### config.mk
export PLATFORM = sky130hd
export DESIGN_NAME = uart_8250_transmit_registers_top
export DESIGN_NICKNAME = d
export VERILOG_FILES = /design/src/sv/utx_pkg.sv /design/src/sv/uart_8250_transmit_registers_top.sv /design/src/sv/utx_front.sv /design/src/sv/utx_queue.sv /design/src/sv/utx_back.sv
export SDC_FILE = /design/constraint.sdc
export NUM_CORES = 1
export LEC_CHECK = 0
export ABC_AREA = 1
export CAP_MARGIN = 20
export CORE_AREA = 2 2 130 132
export DETAILED_ROUTE_END_ITERATION = 12
export DIE_AREA = 0 0 132 134
export DONT_BUFFER_PORTS = 1
export PLACE_DENSITY = 0.54
export SYNTH_ARGS = -nofsm -noshare
export SYNTH_HDL_FRONTEND = slang
export SYNTH_HIERARCHICAL = 1
export SYNTH_SLANG_ARGS = --single-unit
### constraint.sdc
create_clock -name clk_i -period 3.6 [get_ports clk_i]
set_clock_uncertainty 0.05 [all_clocks]
set_input_delay 0.18 -clock clk_i [delete_from_list [all_inputs] [get_ports clk_i]]
set_output_delay 0.18 -clock clk_i [all_outputs]
set_load 0.03 [all_outputs]
### src/sv/utx_pkg.sv
// shared types and constants for the 8250-style transmit register block
// used by utx_front, utx_queue, utx_back and the top level
package utx_pkg;

  localparam int unsigned OVERSAMPLE_DEF = 16;
  localparam int unsigned QUEUE_DEPTH    = 2;

  localparam int unsigned TIMER_W   = 20;
  localparam int unsigned DIV_W     = 16;
  localparam int unsigned BYTE_W    = 8;
  localparam int unsigned OFFSET_W  = 3;
  localparam int unsigned OPCODE_W  = 2;
  localparam int unsigned FRAME_W   = 10;
  localparam int unsigned BITCNT_W  = 4;
  localparam int unsigned IN_TDATA_W  = 16;
  localparam int unsigned OUT_TDATA_W = 16;

  // bus opcodes
  localparam logic [OPCODE_W-1:0] OP_READ  = 2'd0;
  localparam logic [OPCODE_W-1:0] OP_WRITE = 2'd1;
  localparam logic [OPCODE_W-1:0] OP_TICK  = 2'd2;

  // register offsets
  localparam logic [OFFSET_W-1:0] REG_DATA = 3'd0;
  localparam logic [OFFSET_W-1:0] REG_IER  = 3'd1;
  localparam logic [OFFSET_W-1:0] REG_IIR  = 3'd2;
  localparam logic [OFFSET_W-1:0] REG_LCR  = 3'd3;
  localparam logic [OFFSET_W-1:0] REG_LSR  = 3'd5;

  localparam int unsigned LCR_DLAB_BIT = 7;
  localparam logic [BYTE_W-1:0] IIR_NONE_PENDING = 8'h01;
  localparam logic [BITCNT_W-1:0] FRAME_BITS = 4'd10;

  typedef enum logic [1:0] {
    CMD_NOP,
    CMD_READ,
    CMD_WRITE,
    CMD_TICK
  } cmd_kind_e;

  typedef struct packed {
    cmd_kind_e             kind;
    logic [OFFSET_W-1:0]   offset;
    logic [BYTE_W-1:0]     data;
  } cmd_t;

  typedef struct packed {
    logic [BYTE_W-1:0] read_data;
    logic              serial_out;
    logic              holding_empty;
  } result_t;

endpackage

### src/sv/uart_8250_transmit_registers_top.sv
// 8250-style uart register block with transmitter (8N1, lsb first). Each input
// item is a register read, a register write, one baud clock tick or a no-op
// (opcode 3), and each gives exactly one result item: read data, the line level
// and holding-empty status after the step. One item is taken per clock while
// the command queue is not full; a result passes the two-entry command queue,
// then the result register, and these let the input keep flowing for two items
// while the output is stalled. Each serial bit lasts max(divisor,1)*OVERSAMPLE
// ticks. Depends on utx_pkg, utx_front, utx_queue and utx_back.
module uart_8250_transmit_registers_top #(
  parameter int unsigned OVERSAMPLE  = utx_pkg::OVERSAMPLE_DEF,
  parameter int unsigned QUEUE_DEPTH = utx_pkg::QUEUE_DEPTH
) (
  input  logic                              clk_i,
  input  logic                              rst_ni,
  input  logic                              s_axis_tvalid,
  output logic                              s_axis_tready,
  // opcode[1:0], reg_offset[4:2], write_data[12:5], zero fill above
  input  logic [utx_pkg::IN_TDATA_W-1:0]    s_axis_tdata,
  output logic                              m_axis_tvalid,
  input  logic                              m_axis_tready,
  // read_data[7:0], serial_out[8], holding_empty[9], zero fill above
  output logic [utx_pkg::OUT_TDATA_W-1:0]   m_axis_tdata
);
  import utx_pkg::*;

  cmd_t push_cmd, pop_cmd;
  logic push, pop, q_empty, q_full;

  utx_front u_front (
    .s_axis_tvalid (s_axis_tvalid),
    .s_axis_tready (s_axis_tready),
    .s_axis_tdata  (s_axis_tdata),
    .queue_full_i  (q_full),
    .push_o        (push),
    .cmd_o         (push_cmd)
  );

  utx_queue #(
    .DEPTH (QUEUE_DEPTH)
  ) u_queue (
    .clk_i      (clk_i),
    .rst_ni     (rst_ni),
    .push_i     (push),
    .push_cmd_i (push_cmd),
    .pop_i      (pop),
    .pop_cmd_o  (pop_cmd),
    .empty_o    (q_empty),
    .full_o     (q_full)
  );

  utx_back #(
    .OVERSAMPLE (OVERSAMPLE)
  ) u_back (
    .clk_i         (clk_i),
    .rst_ni        (rst_ni),
    .queue_empty_i (q_empty),
    .cmd_i         (pop_cmd),
    .pop_o         (pop),
    .m_axis_tvalid (m_axis_tvalid),
    .m_axis_tready (m_axis_tready),
    .m_axis_tdata  (m_axis_tdata)
  );

endmodule

### src/sv/utx_front.sv
// front end: takes bus/tick items off the input stream and classifies them
// into commands for the queue; depends on utx_pkg
module utx_front (
  input  logic                              s_axis_tvalid,
  output logic                              s_axis_tready,
  // opcode[1:0], reg_offset[4:2], write_data[12:5], zero fill above
  input  logic [utx_pkg::IN_TDATA_W-1:0]    s_axis_tdata,
  input  logic                              queue_full_i,
  output logic                              push_o,
  output utx_pkg::cmd_t                     cmd_o
);
  import utx_pkg::*;

  logic [OPCODE_W-1:0] opcode;

  assign opcode        = s_axis_tdata[OPCODE_W-1:0];
  assign s_axis_tready = !queue_full_i;
  assign push_o        = s_axis_tvalid && !queue_full_i;

  always_comb begin
    cmd_o.offset = s_axis_tdata[OPCODE_W +: OFFSET_W];
    cmd_o.data   = s_axis_tdata[OPCODE_W+OFFSET_W +: BYTE_W];
    unique case (opcode)
      OP_READ:  cmd_o.kind = CMD_READ;
      OP_WRITE: cmd_o.kind = CMD_WRITE;
      OP_TICK:  cmd_o.kind = CMD_TICK;
      default:  cmd_o.kind = CMD_NOP;
    endcase
  end

endmodule

### src/sv/utx_queue.sv
// short command queue between front end and back end
// depends on utx_pkg
module utx_queue #(
  parameter int unsigned DEPTH = utx_pkg::QUEUE_DEPTH
) (
  input  logic          clk_i,
  input  logic          rst_ni,
  input  logic          push_i,
  input  utx_pkg::cmd_t push_cmd_i,
  input  logic          pop_i,
  output utx_pkg::cmd_t pop_cmd_o,
  output logic          empty_o,
  output logic          full_o
);
  import utx_pkg::*;

  localparam int unsigned PTR_W = (DEPTH > 1) ? $clog2(DEPTH) : 1;
  localparam int unsigned CNT_W = $clog2(DEPTH + 1);
  localparam logic [PTR_W-1:0] LAST_PTR = PTR_W'(DEPTH - 1);
  localparam logic [CNT_W-1:0] FULL_CNT = CNT_W'(DEPTH);

  cmd_t             mem_q [DEPTH];
  logic [PTR_W-1:0] wr_ptr_q, wr_ptr_d;
  logic [PTR_W-1:0] rd_ptr_q, rd_ptr_d;
  logic [CNT_W-1:0] cnt_q, cnt_d;
  logic             do_push, do_pop;

  assign empty_o   = (cnt_q == '0);
  assign full_o    = (cnt_q == FULL_CNT);
  assign do_push   = push_i && !full_o;
  assign do_pop    = pop_i && !empty_o;
  assign pop_cmd_o = mem_q[rd_ptr_q];

  always_comb begin
    wr_ptr_d = wr_ptr_q;
    rd_ptr_d = rd_ptr_q;
    cnt_d    = cnt_q;
    if (do_push) begin
      wr_ptr_d = (wr_ptr_q == LAST_PTR) ? '0 : wr_ptr_q + PTR_W'(1);
    end
    if (do_pop) begin
      rd_ptr_d = (rd_ptr_q == LAST_PTR) ? '0 : rd_ptr_q + PTR_W'(1);
    end
    if (do_push && !do_pop) begin
      cnt_d = cnt_q + CNT_W'(1);
    end else if (do_pop && !do_push) begin
      cnt_d = cnt_q - CNT_W'(1);
    end
  end

  always_ff @(posedge clk_i or negedge rst_ni) begin
    if (!rst_ni) begin
      wr_ptr_q <= '0;
      rd_ptr_q <= '0;
      cnt_q    <= '0;
    end else begin
      wr_ptr_q <= wr_ptr_d;
      rd_ptr_q <= rd_ptr_d;
      cnt_q    <= cnt_d;
    end
  end

  always_ff @(posedge clk_i) begin
    if (do_push) begin
      mem_q[wr_ptr_q] <= push_cmd_i;
    end
  end

endmodule

### src/sv/utx_back.sv
// back end: register file, transmitter shifter and bit timer, result register
// depends on utx_pkg
module utx_back #(
  parameter int unsigned OVERSAMPLE = utx_pkg::OVERSAMPLE_DEF
) (
  input  logic                              clk_i,
  input  logic                              rst_ni,
  input  logic                              queue_empty_i,
  input  utx_pkg::cmd_t                     cmd_i,
  output logic                              pop_o,
  output logic                              m_axis_tvalid,
  input  logic                              m_axis_tready,
  // read_data[7:0], serial_out[8], holding_empty[9], zero fill above
  output logic [utx_pkg::OUT_TDATA_W-1:0]   m_axis_tdata
);
  import utx_pkg::*;

  localparam logic [TIMER_W-1:0] OVS = TIMER_W'(OVERSAMPLE);
  localparam int unsigned RES_W = $bits(result_t);

  logic [DIV_W-1:0]    div_q, div_d;
  logic [BYTE_W-1:0]   lcr_q, lcr_d;
  logic [3:0]          ier_q, ier_d;
  logic [BYTE_W-1:0]   hold_q, hold_d;
  logic                hold_full_q, hold_full_d;
  logic [FRAME_W-1:0]  frame_q, frame_d;
  logic [BITCNT_W-1:0] bits_q, bits_d;
  logic [TIMER_W-1:0]  timer_q, timer_d;
  logic                out_valid_q, out_valid_d;
  result_t             out_q, out_d;

  logic [DIV_W-1:0]    div_eff;
  logic [TIMER_W-1:0]  period;
  logic [TIMER_W-1:0]  timer_dec;
  logic                dlab;
  logic [BYTE_W-1:0]   rd_val;
  logic [BYTE_W-1:0]   lsr_val;
  logic [BITCNT_W-1:0] bits_tmp;
  logic [FRAME_W-1:0]  frame_tmp;

  assign pop_o   = !queue_empty_i && (!out_valid_q || m_axis_tready);
  assign dlab    = lcr_q[LCR_DLAB_BIT];
  assign div_eff = (div_q == '0) ? DIV_W'(1) : div_q;
  assign period  = TIMER_W'(div_eff) * OVS;

  assign lsr_val = {1'b0, !hold_full_q && (bits_q == '0), !hold_full_q, 5'b0};

  always_comb begin
    unique case (cmd_i.offset)
      REG_DATA: rd_val = dlab ? div_q[BYTE_W-1:0] : '0;
      REG_IER:  rd_val = dlab ? div_q[DIV_W-1:BYTE_W] : {4'b0, ier_q};
      REG_IIR:  rd_val = IIR_NONE_PENDING;
      REG_LCR:  rd_val = lcr_q;
      REG_LSR:  rd_val = lsr_val;
      default:  rd_val = '0;
    endcase
  end

  always_comb begin
    div_d       = div_q;
    lcr_d       = lcr_q;
    ier_d       = ier_q;
    hold_d      = hold_q;
    hold_full_d = hold_full_q;
    frame_d     = frame_q;
    bits_d      = bits_q;
    timer_d     = timer_q;
    timer_dec   = (timer_q != '0) ? timer_q - TIMER_W'(1) : '0;
    bits_tmp    = bits_q;
    frame_tmp   = frame_q;
    out_d       = out_q;
    out_valid_d = out_valid_q && !m_axis_tready;

    if (pop_o) begin
      unique case (cmd_i.kind)
        CMD_WRITE: begin
          unique case (cmd_i.offset)
            REG_DATA: begin
              if (dlab) begin
                div_d[BYTE_W-1:0] = cmd_i.data;
              end else begin
                hold_d      = cmd_i.data;
                hold_full_d = 1'b1;
              end
            end
            REG_IER: begin
              if (dlab) begin
                div_d[DIV_W-1:BYTE_W] = cmd_i.data;
              end else begin
                ier_d = cmd_i.data[3:0];
              end
            end
            REG_LCR: lcr_d = cmd_i.data;
            default: ;
          endcase
        end
        CMD_TICK: begin
          if (bits_q != '0) begin
            timer_d = timer_dec;
            if (timer_dec == '0) begin
              frame_tmp = {1'b1, frame_q[FRAME_W-1:1]};
              bits_tmp  = bits_q - BITCNT_W'(1);
              if (bits_tmp != '0) begin
                timer_d = period;
              end
            end
          end
          frame_d = frame_tmp;
          bits_d  = bits_tmp;
          // a held byte enters the shifter on the tick the stop bit ends, or on any tick while the shifter is idle
          if (bits_tmp == '0 && hold_full_q) begin
            frame_d     = {1'b1, hold_q, 1'b0};
            bits_d      = FRAME_BITS;
            timer_d     = period;
            hold_full_d = 1'b0;
          end
        end
        default: ;
      endcase

      out_valid_d         = 1'b1;
      out_d.read_data     = (cmd_i.kind == CMD_READ) ? rd_val : '0;
      out_d.serial_out    = (bits_d != '0) ? frame_d[0] : 1'b1;
      out_d.holding_empty = !hold_full_d;
    end
  end

  always_ff @(posedge clk_i or negedge rst_ni) begin
    if (!rst_ni) begin
      div_q       <= '0;
      lcr_q       <= '0;
      ier_q       <= '0;
      hold_q      <= '0;
      hold_full_q <= 1'b0;
      frame_q     <= '1;
      bits_q      <= '0;
      timer_q     <= '0;
      out_valid_q <= 1'b0;
    end else begin
      div_q       <= div_d;
      lcr_q       <= lcr_d;
      ier_q       <= ier_d;
      hold_q      <= hold_d;
      hold_full_q <= hold_full_d;
      frame_q     <= frame_d;
      bits_q      <= bits_d;
      timer_q     <= timer_d;
      out_valid_q <= out_valid_d;
    end
  end

  always_ff @(posedge clk_i) begin
    out_q <= out_d;
  end

  assign m_axis_tvalid = out_valid_q;
  assign m_axis_tdata  = {{(OUT_TDATA_W-RES_W){1'b0}},
                          out_q.holding_empty, out_q.serial_out, out_q.read_data};

endmodule

* After elaboration in Yosys (flattened, before gate mapping)
Memory sizes are Yosys's and may differ from the RTL's.
Cells that the tools add are included.
** Storage, ports and cells
- Word-level logic and storage cells :: 107
- Flip-flop bits (word level) :: 86
- Bits of input ports :: 20
- RAM bits :: 26
- Output and inout port bits :: 18
- Memories :: 1
** Memories
- u_queue.mem_q :: depth 2, width 13, read ports 1, clocked after memory_dff 0, write ports 1, RTL line utx_queue.sv:22 : cmd_t mem_q [DEPTH];
** Operators by class
- Equality and inequality tests :: 10
- Multiplexer cells :: 33
- Reductions and logical operators :: 39
- Add/sub/neg operators :: 6
- Bitwise gates (word level) :: 1
** Operators by type and width (number)
- 2-to-1 mux 20 bit :: 5
- case mux 8 bit (5 select lines) :: 1
- 2-to-1 mux 10 bit :: 3
- 2-to-1 mux 4 bit :: 7
- zero test 20 bit :: 1
- AND reduction 4 bit :: 5
- nonzero test 20 bit :: 1
- subtractor 20 x 1 -> 20 bit (second input constant) :: 1
- zero test 16 bit :: 1
- 2-to-1 mux 16 bit :: 1
- 2-to-1 mux 8 bit :: 2
- nonzero test 4 bit :: 3
- 2-to-1 mux 1 bit :: 10
- logical AND 1 bit :: 9
- == test 2 bit (second input constant) :: 4
- zero test 1 bit :: 8
- zero test 4 bit :: 2
- == test 3 x 2 -> 1 bit (second input constant) :: 2
- case mux 2 bit (3 select lines) :: 1
- AND reduction 3 bit :: 2
- nonzero test 2 bit :: 3
- == test 2 x 1 -> 1 bit (second input constant) :: 2
- zero test 2 bit :: 2
- 2-to-1 mux 2 bit :: 2
- other kinds (10) :: 11

* Depth between registers and ports, before layout
Gate-level depths: netlist of run 1.
- Depth after elaboration :: 13
- Depth in mapped cells :: 23
- Mapped depth without buffers :: 22

* Hierarchy
The synthesis of run 1 kept the hierarchy.
** Modules (own cells, without submodules)
- utx_back :: times used 1, seq. area each 2114.5 µm², cells an instance 683, area an instance 5103.6 µm²
- utx_queue :: times used 1, seq. area each 880.8 µm², cells an instance 99, area an instance 1178.6 µm²
- utx_front :: times used 1, seq. area each 0.0 µm², cells an instance 21, area an instance 146.4 µm²

* Worst setup path before layout of run 1
OpenSTA, ideal clock, no wires.
- Path type :: reg2reg
- Start point :: register u_back.timer_q[0]
- End point :: register u_back.out_q, in the netlist u_back/m_axis_tdata[8], data pin
- Arrival :: 2.623 ns
- Path buffers :: 3
- Data required time :: 3.294 ns
- Clock period less this slack :: 2.929 ns
- Stages on the path, launching flop included :: 21
- Library setup time :: 0.256 ns
- Setup slack :: 0.671 ns
- Cells stage by stage :: dfrtp_1 -> inv_1 -> ha_1 -> nand2_4 -> nor2_8 -> nand3_4 -> buf_6 -> nand2_2 -> nand2_2 -> nor2_2 -> nand2_2 -> nor2_4 -> nand4_1 -> nand2_1 -> nand2_2 -> nor2_4 -> nand2_4 -> buf_12 -> buf_6 -> a31oi_1 -> nand2_1
** On the way
- Word-level cells in the longest chain between the ends :: 13
- Elaborated cells on any way between the ends :: 18
- Classes of those cells :: add/sub: 1; mux: 12; reduce/logical: 5
** Ends and longest elaborated chain
- from (decl) :: RTL line utx_back.sv:28 : logic [TIMER_W-1:0] timer_q, timer_d;
- from (signal assigned) :: RTL line utx_back.sv:147 : timer_q <= timer_d;
- subtractor 20 x 1 -> 20 bit / nonzero test 20 bit (equally long branches) :: RTL line utx_back.sv:68 : timer_dec = (timer_q != '0) ? timer_q - TIMER_W'(1) : '0;
- 2-to-1 mux 20 bit * :: RTL line utx_back.sv:68
- zero test 20 bit * :: RTL line utx_back.sv:100 : if (timer_dec == '0) begin
- 2-to-1 mux 4 bit :: RTL line utx_back.sv:100
- 2-to-1 mux 4 bit :: RTL line utx_back.sv:98 : if (bits_q != '0) begin
- 2-to-1 mux 4 bit :: RTL line utx_back.sv:75 : unique case (cmd_i.kind)
- 2-to-1 mux 4 bit :: RTL line utx_back.sv:74 : if (pop_o) begin
- zero test 4 bit :: RTL line utx_back.sv:111 : if (bits_tmp == '0 && hold_full_q) begin
- logical AND 1 bit :: RTL line utx_back.sv:111
- 2-to-1 mux 4 bit :: RTL line utx_back.sv:111
- 2-to-1 mux 4 bit :: RTL line utx_back.sv:75
- 2-to-1 mux 4 bit :: RTL line utx_back.sv:74
- nonzero test 4 bit :: RTL line utx_back.sv:123 : out_d.serial_out = (bits_d != '0) ? frame_d[0] : 1'b1;
- to (signal assigned) :: RTL line utx_back.sv:153 : out_q <= out_d;
- to (decl) :: RTL line utx_back.sv:30 : result_t out_q, out_d;
Mark *: on every way between the ends. The rest lies on a longest branch, timed or not. The select of a mux whose other input is x is not followed.
A chain may end at the register's enable or synchronous reset.

* Worst setup path after layout of run 1
- Start point :: register u_back.timer_q[0]
- End point :: register u_back.timer_q[11]
** On the way
- Word-level cells in the longest chain between the ends :: 11
- Elaborated cells on any way between the ends :: 16
- Classes of those cells :: add/sub: 1; mux: 9; reduce/logical: 6
** Ends and longest elaborated chain (RTL line)
- subtractor 20 x 1 -> 20 bit / nonzero test 20 bit (equally long branches) :: utx_back.sv:68
- 2-to-1 mux 20 bit * :: utx_back.sv:68
- zero test 20 bit :: utx_back.sv:100
- 2-to-1 mux 4 bit :: utx_back.sv:100
- 2-to-1 mux 4 bit :: utx_back.sv:98
- 2-to-1 mux 4 bit :: utx_back.sv:75
- 2-to-1 mux 4 bit :: utx_back.sv:74
- zero test 4 bit :: utx_back.sv:111
- logical AND 1 bit :: utx_back.sv:111
- nonzero test 2 bit (no line)
- AND reduction 3 bit (no line)
Marked as above.

==> results of run 1 <==
-- area by class of cell --
type,instances,area (um2),share of cell area
clock buffers,12,268,0.0379
inverters,95,357,0.0505
well taps,220,275,0.0390
repair buffers,31,310,0.0439
clock inverters,4,31.3,0.00443
flip-flops and latches,112,3000,0.424
multi-input cells,564,2820,0.400
-- what timing repair did --
item / in CTS / in global routing
resized for setup: 0 / 2
endpoints found under the hold margin: 99 / 0
buffers inserted: 0 / 4
hold buffers: 14 / 0
setup endpoints to repair: 0 / 30
-- flip-flops by register name, indices dropped and copies added, names as in the netlist, named ones only --
name	flops
u_queue/rd_ptr_q	1
u_back/frame_q	10
u_queue/cnt_q	2
u_back/ier_q	4
u_back/timer_q	20
u_back/m_axis_tvalid	1
u_queue/wr_ptr_q	1
u_back/hold_q	8
u_back/div_q	16
u_back/lcr_q	8
u_back/m_axis_tdata	10
u_back/bits_q	4
u_queue/mem_q	26
-- per-layer routing --
metal / GRT usage / share of wire / wire [um]
met1: 0.221 / 0.46 / 6780
met2: 0.299 / 0.48 / 7140
met3: 0.0370 / 0.032 / 481
met4: 0.0767 / 0.033 / 494
met5: 0 / 0 / 0
-- report_power, final --
group          leakage [nW]  switching [mW]  total, mW  internal [mW]
combinational          1.87            1.79       2.66          0.863
clock                 0.149           0.470       1.01          0.538
sequential             1.30           0.415       2.19           1.77
total                  3.32            2.68       5.85           3.17
-- worst max path at each step --
stage / cells after the start / startpoint / end
finish: 18 / u_back/timer_q[0] / u_back/timer_q[11]
global route: 19 / u_back/timer_q[0] / u_back/m_axis_tdata[8]
CTS: 19 / u_back/timer_q[0] / u_back/timer_q[16]
detailed placement: 19 / u_back/timer_q[0] / u_back/timer_q[11]
global placement: 19 / u_back/timer_q[0] / u_back/timer_q[5]
floorplan: 20 / u_back/timer_q[0] / u_back/m_axis_tdata[8]
-- logic make-up (layout without fill, tap and decap cells) --
family,count (synthesis),in the layout,synth area share
compound gates,117,117,0.108
xor+xnor,7,7,0.00954
fa+ha+maj,7,7,0.0136
buf+inv,132,142,0.0989
flops,112,112,0.466
mux,1,1,0.00156
other cells,1,6,0.000583
simple gates,426,426,0.301
-- cells in the final DEF (no fill, tap or decap), types with 7 or more instances in the layout --
cell type | synthesis | routed
sky130_fd_sc_hd__nand2_1 | 271 | 271
sky130_fd_sc_hd__inv_1 | 89 | 89
sky130_fd_sc_hd__dfrtp_1 | 66 | 66
sky130_fd_sc_hd__o21ai_0 | 48 | 48
sky130_fd_sc_hd__nor2_1 | 46 | 46
sky130_fd_sc_hd__nand3_1 | 39 | 39
sky130_fd_sc_hd__edfxtp_1 | 36 | 36
sky130_fd_sc_hd__nand2_2 | 24 | 23
sky130_fd_sc_hd__o31ai_1 | 17 | 17
sky130_fd_sc_hd__o21ai_1 | 15 | 15
sky130_fd_sc_hd__buf_4 | 18 | 15
sky130_fd_sc_hd__dlygate4sd3_1 | 0 | 13
sky130_fd_sc_hd__clkbuf_16 | 0 | 10
sky130_fd_sc_hd__a21oi_1 | 10 | 10
sky130_fd_sc_hd__nand4_1 | 10 | 10
sky130_fd_sc_hd__dfstp_2 | 10 | 10
sky130_fd_sc_hd__nand3_2 | 8 | 8
sky130_fd_sc_hd__o22ai_1 | 8 | 8
sky130_fd_sc_hd__o21ai_2 | 7 | 7
-- through the flow --
stage	util	power [mW]	setup WS, ps	std cells	hold WS [ps]
5_1_grt	0.433	6.37	13.5	1038	71.7
2_1_floorplan	-	4.14	671	808	-166
3_5_place_dp	0.403	4.80	180	1003	-161
3_3_place_gp	0.403	4.73	245	1003	-161
4_1_cts	0.431	5.87	163	1033	38.1
6_report	0.433	5.85	263	1038	49.6
-- critical path, cell delays in order (launching register included) --
cell and delay [ps]:
sky130_fd_sc_hd__dfrtp_1 360, sky130_fd_sc_hd__inv_1 150, sky130_fd_sc_hd__ha_2 270, sky130_fd_sc_hd__nand2_4 100, sky130_fd_sc_hd__nor2_8 150, sky130_fd_sc_hd__nand3_4 210
sky130_fd_sc_hd__buf_4 220, sky130_fd_sc_hd__nand3_1 160, sky130_fd_sc_hd__nand2_1 90, sky130_fd_sc_hd__nor2_2 260, sky130_fd_sc_hd__nand4_1 160, sky130_fd_sc_hd__nand2_1 120
sky130_fd_sc_hd__nand2_2 100, sky130_fd_sc_hd__nor2_4 160, sky130_fd_sc_hd__nand2_4 150, sky130_fd_sc_hd__a21oi_2 210, sky130_fd_sc_hd__buf_12 170, sky130_fd_sc_hd__nand2_1 90
sky130_fd_sc_hd__nand2_1 70
==> Implementation_results.wiki, run 1 <==
{| class="wikitable"
! Metric !! Value
|-
| Outcome || complete, no violations
|-
| Maximum ir drop on the vdd rail || 0.000348 V
|-
| Final number of max-transition violations || 0
|-
| I/O pin cnt || 38
|-
| Max-slew headroom at the worst pin || 0.623
|-
| H-tree levels || 3
|-
| Clk sinks || 112
|-
| Capture instance of the worst register-to-register path || u_back/timer_q[11]
|-
| Largest net degree at the start of global routing || 77
|-
| Clock buffer count from CTS || 9
|-
| Reg-to-reg slack, setup || between 200 and 300 ps
|-
| Gpl congestion || 0.845
|-
| Placed inst area || between 0.006 and 0.007 mm2
|-
| FF+latch count, synth || approximately 110
|-
| Maximum frequency from static timing analysis || 300 MHz
|-
| Post-synthesis to final-layout area growth || 9.83%
|-
| Number of distinct library cell variants in the gate-level netlist after synthesis || 48
|-
| Cell types with the highest counts after synthesis || sky130_fd_sc_hd__nand2_1 (271), sky130_fd_sc_hd__inv_1 (89), sky130_fd_sc_hd__dfrtp_1 (66)
|-
| Die height || 134 um
|-
| Drt initial violations || 356
|-
| Clock-pin slew of the registers on the worst-case setup and hold paths || 70 ps
|-
| Total GRT Usage || 0.177
|-
| Element type at the critical path start || flop
|-
| Fraction of synthesized cell area taken by the top area cell type || 0.257
|-
| Total vias in the final route || 5225
|-
| Buffers added on ports || 0
|-
| Diodes inserted || 0
|-
| Clock root buffer master || sky130_fd_sc_hd__clkbuf_16
|-
| Hold EP || u_queue/mem_q[0][12]
|-
| Final cell area excluding filler cells || 0.00706 mm2
|-
| Worst hold stages || 2
|-
| Most common cell in the synthesized netlist || sky130_fd_sc_hd__nand2_1
|-
| Std-Cell Core Area || about 0.016 mm2
|-
| Crit end category || flop
|-
| Combined area of all synthesized cells || 0.00643 mm2
|-
| CP max FO || 20
|-
| Initial antenna violation count || 0
|-
| Beginning of the worst hold path || s_axis_tdata[1]
|-
| Filler Cell Count || 1656
|-
| Total wirelength of the detailed-routed design || 14.9 mm
|-
| Layout Nets || 840
|-
| Vias per std cell || 5.03
|-
| Signal arrival time at the worst endpoint || 3590 ps
|-
| Routed Antenna Nets || 0
|-
| Async set-reset flop share out of synthesis || 0.679
|-
| Sequential fraction of the synthesis area || 0.466
|-
| Fraction of final layout cells sized beyond drive strength 1 || 0.131
|-
| Slew at the pin with the worst max-slew slack || 565 ps
|-
| Count of warnings emitted by yosys || 6
|-
| Final critical delay including setup and external delays || 3340 ps
|-
| Width of the die || 132 um
|-
| DR DRC count || 0
|-
| Depth of the worst register-to-register path || 18
|-
| Detailed-route wire length per cell || about 14 um
|-
| Critical path data required time || 3850 ps
|-
| Row count || 47
|-
| Later-pin clock latency in the skew report || 360 ps
|-
| Global-route wire length before repair || ~25 mm
|-
| Pwr per Cell Area || 829 mW/mm2
|-
| Starting density of the core || 0.395
|-
| Launch point of the worst reg-to-reg path || u_back/timer_q[0]
|-
| Final worst-path cycle share || 0.927
|-
| Type of the tightest min-delay check || in -> reg
|-
| Final setup violation count || 0
|-
| Setup repair after global routing missed its margin || no
|-
| Total Die Area || 0.0177 mm2
|-
| Sum Neg Setup Slack || 0 ps
|-
| First-pass iteration count of the detailed router || 5
|-
| Max-cap violation count || 0
|-
| Leakage component of the power || approximately 3.3 nW
|-
| DPL Wire Length || 10.8 mm
|-
| Dominant cells by area after synthesis || sky130_fd_sc_hd__dfrtp_1 (26%), sky130_fd_sc_hd__edfxtp_1 (17%), sky130_fd_sc_hd__nand2_1 (16%)
|-
| TritonCTS clock tree || built
|-
| Number of enable flip-flop cells after synthesis || 36
|-
| Vias in the first global route || 4965
|-
| Cell taking the most area after synthesis || sky130_fd_sc_hd__dfrtp_1
|-
| Startpoint-to-endpoint class of the critical path || reg -> reg
|-
| Post-Synthesis Cells || approximately 800
|-
| Final hold vios || 0
|-
| Synth Area per Inst || between 8 and 9 um2
|-
| Leading register cell type out of synthesis || sky130_fd_sc_hd__dfrtp_1
|-
| Total overflow reported by the global router || 0
|-
| Maximum clock path buffer count || 2
|}
Power figures use the tool's default switching activity.
==> inputs of run 2 (changes only) <==
--- a/config.mk
+++ b/config.mk
@@ -11,7 +11,7 @@
 export DETAILED_ROUTE_END_ITERATION = 12
 export DIE_AREA = 0 0 132 134
 export DONT_BUFFER_PORTS = 1
-export PLACE_DENSITY = 0.54
+export PLACE_DENSITY = 0.58
 export SYNTH_ARGS = -nofsm -noshare
 export SYNTH_HDL_FRONTEND = slang
 export SYNTH_HIERARCHICAL = 1
==> run 2 against run 1 <==
  * Sequential share of layout area hardly changed
  * Routed wire length shrank 3.5%
  * First-iteration DRC count is 4.5% higher
  * Critical endpoint is now u_back/timer_q[12]
  * Highest routed layer unchanged
  * Largest cell class unchanged
==> Implementation_results.wiki, run 2 (synthesis results as in run 1) <==
{| class="wikitable"
! Metric !! Value
|-
| Outcome || complete, no violations
|-
| Clock-pin slew of the registers on the worst-case setup and hold paths || 70 ps
|-
| Diodes inserted || 0
|-
| Routed Antenna Nets || 0
|-
| H-tree levels || 3
|-
| Row count || 47
|-
| Post-synthesis to final-layout area growth || 9.79%
|-
| Maximum ir drop on the vdd rail || approximately 0.00046 V
|-
| Startpoint-to-endpoint class of the critical path || reg -> reg
|-
| Sum Neg Setup Slack || 0 ps
|-
| Pwr per Cell Area || 818 mW/mm2
|-
| Flip-flop count of the largest register after layout || 26
|-
| Cell-by-cell listing of the critical path || inv_1, ha_1, nand2_4, nor2_8, nand3_4, buf_12, nand2_1, nand2_1, nor2_2, nand2_2, nor2_4, nand3_2, nand2_1, nand2_1, nand2_2, nor2_4, nand2_4, buf_12, nand2_2, o21ai_1, nand2_1, nand2_1
|-
| Largest net degree at the start of global routing || 77
|-
| Total vias in the final route || 5022
|-
| Die height || roughly 130 um
|-
| Total overflow reported by the global router || 0
|-
| Most frequent standard cell in the layout excluding fill and tap cells || sky130_fd_sc_hd__nand2_1
|-
| Biggest registers after layout || u_queue/mem_q (26), u_back/timer_q (20), u_back/div_q (16)
|-
| Final critical delay including setup and external delays || 3280 ps
|-
| Max-cap violation count || 0
|-
| CP max FO || 31
|-
| Maximum clock path buffer count || 2
|-
| Critical path data required time || 3850 ps
|-
| Most used cells in the layout excluding fill and tap cells || sky130_fd_sc_hd__nand2_1 (271), sky130_fd_sc_hd__inv_1 (89), sky130_fd_sc_hd__dfrtp_1 (66), sky130_fd_sc_hd__o21ai_0 (48), sky130_fd_sc_hd__nor2_1 (46)
|-
| Total power || 5.77 mW
|-
| Drt initial violations || 372
|-
| Type of the tightest min-delay check || in -> reg
|-
| Buffers added on ports || 0
|-
| Total wirelength of the detailed-routed design || between 10 and 15 mm
|-
| Slew at the pin with the worst max-slew slack || 563 ps
|-
| Top Family by Delay on Critical Path || simple AND/OR/NAND/NOR gates
|-
| Crit end category || flop
|-
| Global-route wire length before repair || roughly 24 mm
|-
| Vias in the first global route || a little under 5000
|-
| Combined area of the multi-input logic cells || roughly 0.0028 mm2
|-
| Dpl cells || 1008
|-
| Post-CTS Setup Bufs || 0
|-
| I/O pin cnt || 38
|-
| Maximum frequency from static timing analysis || between 300 and 400 MHz
|-
| First-pass iteration count of the detailed router || 5
|-
| Worst path max stage delay || 380 ps
|-
| DR DRC count || 0
|-
| Leakage component of the power || 3.33 nW
|-
| Crit path buffers/inverters || 3
|-
| Layout Nets || 840
|-
| Final setup violation count || 0
|-
| Register containing the most flip-flops in the final layout || u_queue/mem_q
|-
| Starting density of the core || 0.395
|-
| Slowest cell on the critical path || sky130_fd_sc_hd__dfrtp_1
|-
| Total Die Area || 0.0177 mm2
|-
| Clock buffer count from CTS || 9
|-
| Final number of max-transition violations || 0
|-
| Initial antenna violation count || 0
|-
| TritonCTS clock tree || built
|-
| Max-slew headroom at the worst pin || 0.624
|-
| Total GRT Usage || 0.172
|-
| Setup repair after global routing missed its margin || no
|-
| Element type at the critical path start || flop
|-
| Clock root buffer master || sky130_fd_sc_hd__clkbuf_16
|-
| Number of standard cells in the layout, taps in and fillers out || about 1000
|-
| Filler Cell Count || 1665
|-
| Final hold vios || 0
|-
| Vias per std cell || 4.84
|-
| Gpl congestion || around 0.9
|-
| Detailed-route wire length per cell || 13.9 um
|-
| Later-pin clock latency in the skew report || 360 ps
|-
| Top cell by count, worst path || sky130_fd_sc_hd__nand2_1
|-
| Fraction of final layout cells sized beyond drive strength 1 || 0.127
|-
| DPL Wire Length || 10.3 mm
|-
| Clk sinks || 112
|-
| Width of the die || 132 um
|-
| Std-Cell Core Area || 0.0163 mm2
|-
| Sequential cell area in the final layout || about 0.0030 mm2
|-
| Signal arrival time at the worst endpoint || 3530 ps
|-
| Final worst-path cycle share || 0.912
|}
[run 2: path summary, 6_finish.rpt]
check	from	end	slack, ps	cells after the start
worst max-delay path	u_back/timer_q[1]	u_back/timer_q[12]	320	22
worst min-delay path	s_axis_tdata[1]	u_queue/mem_q[1][12]	50	2
worst max register to register	u_back/timer_q[1]	u_back/timer_q[12]	320	22
worst min register to register	u_back/frame_q[2]	u_back/frame_q[2]	420	2
max in group asynchronous	rst_ni	u_back/frame_q[7]	2800	2
min in group asynchronous	rst_ni	u_back/timer_q[12]	320	2
[run 2: final cells by class]
type                       instances  share of cell area
sequential                       112               0.424
multi-input combinational        564               0.400
inverter                          95              0.0505
timing repair buffer              31              0.0475
tap                              220              0.0390
clock buffer                      10              0.0324
clock inverter                     6             0.00620
[run 2: per-layer routing]
metal | global-route usage | share of wire | up-vias
met2 | 0.284 | 0.48 | 82
met5 | 0 | 0 | -
met1 | 0.230 | 0.47 | 2325
li1 | - | - | 2602
met3 | 0.0336 | 0.033 | 13
met4 | 0.0537 | 0.014 | 0
[run 2: where the power goes]
group | internal, mW | switching [mW] | leakage [nW]
clock | 0.474 | 0.466 | 0.130
combinational | 0.883 | 1.78 | 1.90
sequential | 1.77 | 0.402 | 1.30
total | 3.13 | 2.64 | 3.33
[run 2: worst register-to-register path, stage by stage (launching register included)]
cell and delay [ps]:
sky130_fd_sc_hd__dfrtp_1 380, sky130_fd_sc_hd__inv_1 70, sky130_fd_sc_hd__ha_1 270, sky130_fd_sc_hd__nand2_4 120, sky130_fd_sc_hd__nor2_8 140, sky130_fd_sc_hd__nand3_4 200
sky130_fd_sc_hd__buf_12 220, sky130_fd_sc_hd__nand2_1 110, sky130_fd_sc_hd__nand2_1 80, sky130_fd_sc_hd__nor2_2 110, sky130_fd_sc_hd__nand2_2 70, sky130_fd_sc_hd__nor2_4 170
sky130_fd_sc_hd__nand3_2 130, sky130_fd_sc_hd__nand2_1 120, sky130_fd_sc_hd__nand2_1 70, sky130_fd_sc_hd__nand2_2 120, sky130_fd_sc_hd__nor2_4 60, sky130_fd_sc_hd__nand2_4 190
sky130_fd_sc_hd__buf_12 240, sky130_fd_sc_hd__nand2_2 60, sky130_fd_sc_hd__o21ai_1 110, sky130_fd_sc_hd__nand2_1 80, sky130_fd_sc_hd__nand2_1 60
[run 2: repair_timing]
item,in CTS,in global routing
endpoints found under the setup margin,0,1
hold endpoints to repair,99,0
resized for setup,0,1
hold buffers,14,0
[run 2: stage by stage]
step	instance area (um2)	hold WS, ps	utilization	worst slack (ps)
finish	7060	46.5	0.433	317
global route	7060	36.2	0.433	7.36
CTS	7050	40.2	0.433	337
detailed placement	6620	-163	0.406	371
global placement	6620	-163	0.406	404
floorplan	6450	-166	-	671
==> inputs of run 3 (changes only) <==
--- a/config.mk
+++ b/config.mk
@@ -7,9 +7,9 @@
 export LEC_CHECK = 0
 export ABC_AREA = 1
 export CAP_MARGIN = 20
-export CORE_AREA = 2 2 130 132
+export CORE_AREA = 3 3 131 133
 export DETAILED_ROUTE_END_ITERATION = 12
-export DIE_AREA = 0 0 132 134
+export DIE_AREA = 0 0 134 136
 export DONT_BUFFER_PORTS = 1
 export PLACE_DENSITY = 0.58
 export SYNTH_ARGS = -nofsm -noshare
==> run 3 against run 2 <==
  * Setup slack gained 17 ps
  * Highest routed layer unchanged
  * Register-to-register slack gained 20 ps
  * Cell count is the same
  * Critical endpoint unchanged
  * Core utilization grew 1.1 points
  * Clock power grew 4.4%
  * Sequential cell count is the same
  * First-iteration DRC count shrank 9.1%
  * Hold slack lost 5.4 ps
==> Implementation_results.wiki, run 3 (synthesis results as in run 1) <==
{| class="wikitable"
! Metric !! Value
|-
| Outcome || complete, no violations
|-
| Drt initial violations || 338
|-
| Total power || a little under 6 mW
|-
| Most frequent standard cell in the layout excluding fill and tap cells || sky130_fd_sc_hd__nand2_1
|-
| Clk sinks || 112
|-
| I/O pin cnt || 38
|-
| Combined area of the multi-input logic cells || 0.00282 mm2
|-
| Final worst-path cycle share || 0.907
|-
| Biggest registers after layout || u_queue/mem_q (26), u_back/timer_q (20), u_back/div_q (16)
|-
| Crit end category || flop
|-
| Clock-pin slew of the registers on the worst-case setup and hold paths || 80 ps
|-
| Width of the die || 134 um
|-
| Total vias in the final route || between 5000 and 6000
|-
| Final setup violation count || 0
|-
| Post-CTS Setup Bufs || 0
|-
| Critical path data required time || 3850 ps
|-
| Final cell area excluding filler cells || 0.00709 mm2
|-
| Sum Neg Setup Slack || 0 ps
|-
| Total wirelength of the detailed-routed design || about 14 mm
|-
| Leakage component of the power || ~3.3 nW
|-
| Fraction of final layout cells sized beyond drive strength 1 || 0.134
|-
| Gpl congestion || 0.854
|-
| Placed inst area || 0.00663 mm2
|-
| Starting density of the core || 0.403
|-
| Signal arrival time at the worst endpoint || 3520 ps
|-
| Net Switching || 2.67 mW
|-
| Total overflow reported by the global router || 0
|-
| Worst hold stages || 2
|-
| Element type at the critical path start || flop
|-
| Later-pin clock latency in the skew report || 360 ps
|-
| Sequential cell area in the final layout || 0.00300 mm2
|-
| Routed Antenna Nets || 0
|-
| Detailed-route wire length per cell || 13.9 um
|-
| Maximum clock path buffer count || 2
|-
| Vias per std cell || 4.87
|-
| DPL Wire Length || approximately 10 mm
|-
| Buffers added on ports || 0
|-
| Max-cap violation count || 0
|-
| Switch share || 0.460
|-
| Final number of max-transition violations || 0
|-
| Most used cells in the layout excluding fill and tap cells || sky130_fd_sc_hd__nand2_1 (271), sky130_fd_sc_hd__inv_1 (89), sky130_fd_sc_hd__dfrtp_1 (66), sky130_fd_sc_hd__o21ai_0 (48), sky130_fd_sc_hd__nor2_1 (46)
|-
| Vias in the first global route || between 4000 and 5000
|-
| Std-Cell Core Area || 0.0159 mm2
|-
| Final hold vios || 0
|-
| Relative contribution of combinational cells to total power || 0.455
|-
| Layout Nets || between 800 and 900
|-
| Total GRT Usage || 0.167
|-
| Worst-case setup margin in the final layout || 334 ps
|-
| Total Die Area || around 0.018 mm2
|-
| Worst path max stage delay || 360 ps
|-
| Register share of total power || 0.376
|-
| Final critical delay including setup and external delays || 3270 ps
|-
| Internal power contribution || between 3 and 4 mW
|-
| Flip-flop count of the largest register after layout || 26
|-
| TritonCTS clock tree || built
|-
| Initial antenna violation count || 0
|-
| Clock root buffer master || sky130_fd_sc_hd__clkbuf_16
|-
| Pwr per Cell Area || 820 mW/mm2
|-
| Part of the power in the clock network || 0.169
|-
| Row count || 46
|-
| Placement-stage worst setup slack || 343 ps
|-
| Startpoint-to-endpoint class of the critical path || reg -> reg
|-
| Maximum ir drop on the vdd rail || about 0.00036 V
|-
| Global-route wire length before repair || between 20 and 25 mm
|-
| Filler Cell Count || 1638
|-
| DR DRC count || 0
|-
| Clock buffer count from CTS || 9
|-
| H-tree levels || 3
|-
| Largest net degree at the start of global routing || 77
|-
| Maximum frequency from static timing analysis || 306 MHz
|-
| Top cell by count, worst path || sky130_fd_sc_hd__nand2_1
|-
| Die height || 136 um
|-
| Cell-by-cell listing of the critical path || inv_1, ha_1, nand2_4, nor2_8, nand3_4, buf_4, nand2_1, nand2_1, nor2_2, nand2_2, nor2_4, nand4_1, nand2_1, nand2_2, nor2_4, nand2_4, buf_12, o21ai_1, nand2_1, nand2_1
|-
| Reg-to-reg slack, setup || ~330 ps
|-
| First-pass iteration count of the detailed router || 4
|-
| Slowest cell on the critical path || sky130_fd_sc_hd__dfrtp_1
|-
| Post-synthesis to final-layout area growth || 10.2%
|-
| Register containing the most flip-flops in the final layout || u_queue/mem_q
|-
| Depth of the worst register-to-register path || 20
|-
| Type of the tightest min-delay check || in -> reg
|-
| CP max FO || 20
|-
| Slew at the pin with the worst max-slew slack || 579 ps
|-
| Diodes inserted || 0
|-
| Setup repair after global routing missed its margin || no
|-
| Max-slew headroom at the worst pin || 0.613
|-
| Post-route worst hold slack || roughly 40 ps
|}
-- run 3: cell types whose count changed in the layout (fill, tap and decap cells not counted), sizes merged --
cell    previous run  this run
buf               18        22
clkbuf            10         9
clkinv             5         6
-- run 3: final cells by class --
| type | count | area share |
|---|---|---|
| sequential | 112 | 0.423 |
| multi-input combinational | 564 | 0.397 |
| timing repair buffer | 35 | 0.0503 |
| inverter | 95 | 0.0503 |
| tap | 216 | 0.0381 |
| clock buffer | 9 | 0.0318 |
| clock inverter | 7 | 0.00918 |
-- run 3: metal layers --
layer | vias to the layer above | track usage | wire (um)
li1 | 2603 | - | -
met1 | 2352 | 0.226 | 6870
met2 | 83 | 0.277 | 6950
met3 | 13 | 0.0340 | 467
met4 | 0 | 0.0389 | 156
met5 | - | 0 | 0
-- run 3: worst paths after layout --
kind | from | end
max in group asynchronous | rst_ni | u_back/frame_q[7]
worst max register to register | u_back/timer_q[0] | u_back/timer_q[12]
worst min-delay path | s_axis_tdata[1] | u_queue/mem_q[0][12]
min in group asynchronous | rst_ni | u_back/timer_q[11]
worst min register to register | u_back/frame_q[1] | u_back/frame_q[1]
worst max-delay path | u_back/timer_q[0] | u_back/timer_q[12]
-- run 3: repair_timing --
action,4_1_cts,5_1_grt
hold buffers,14,0
hold endpoints to repair,99,0
resized for setup,0,0
-- run 3: worst max-delay path: cells and delay by family, from the launching register on --
family                     cells  cell delay, ps
buffers and inverters          3             560
and+or+nand+nor               15            1720
adders and majority gates      1             310
AOI/OAI and AO/OA              1             180
DFF                            1             360
-- run 3: power by group through the flow --
stage | sequential (mW) | combinational [mW] | clock, mW
6_report | 2.19 | 2.64 | 0.981
4_1_cts | 2.19 | 2.65 | 1.01
3_3_place_gp | 2.21 | 2.59 | 0
3_5_place_dp | 2.21 | 2.61 | 0
5_1_grt | 2.24 | 3.01 | 1.06
2_1_floorplan | 2.10 | 2.03 | 0
-- run 3: per-stage QoR --
| stage | cells | utilization |
|---|---|---|
| 6_report | 1038 | 0.444 |
| 5_1_grt | 1038 | 0.444 |
| 4_1_cts | 1037 | 0.444 |
| 3_5_place_dp | 1007 | 0.416 |
| 3_3_place_gp | 1007 | 0.416 |
| 2_1_floorplan | 808 | - |
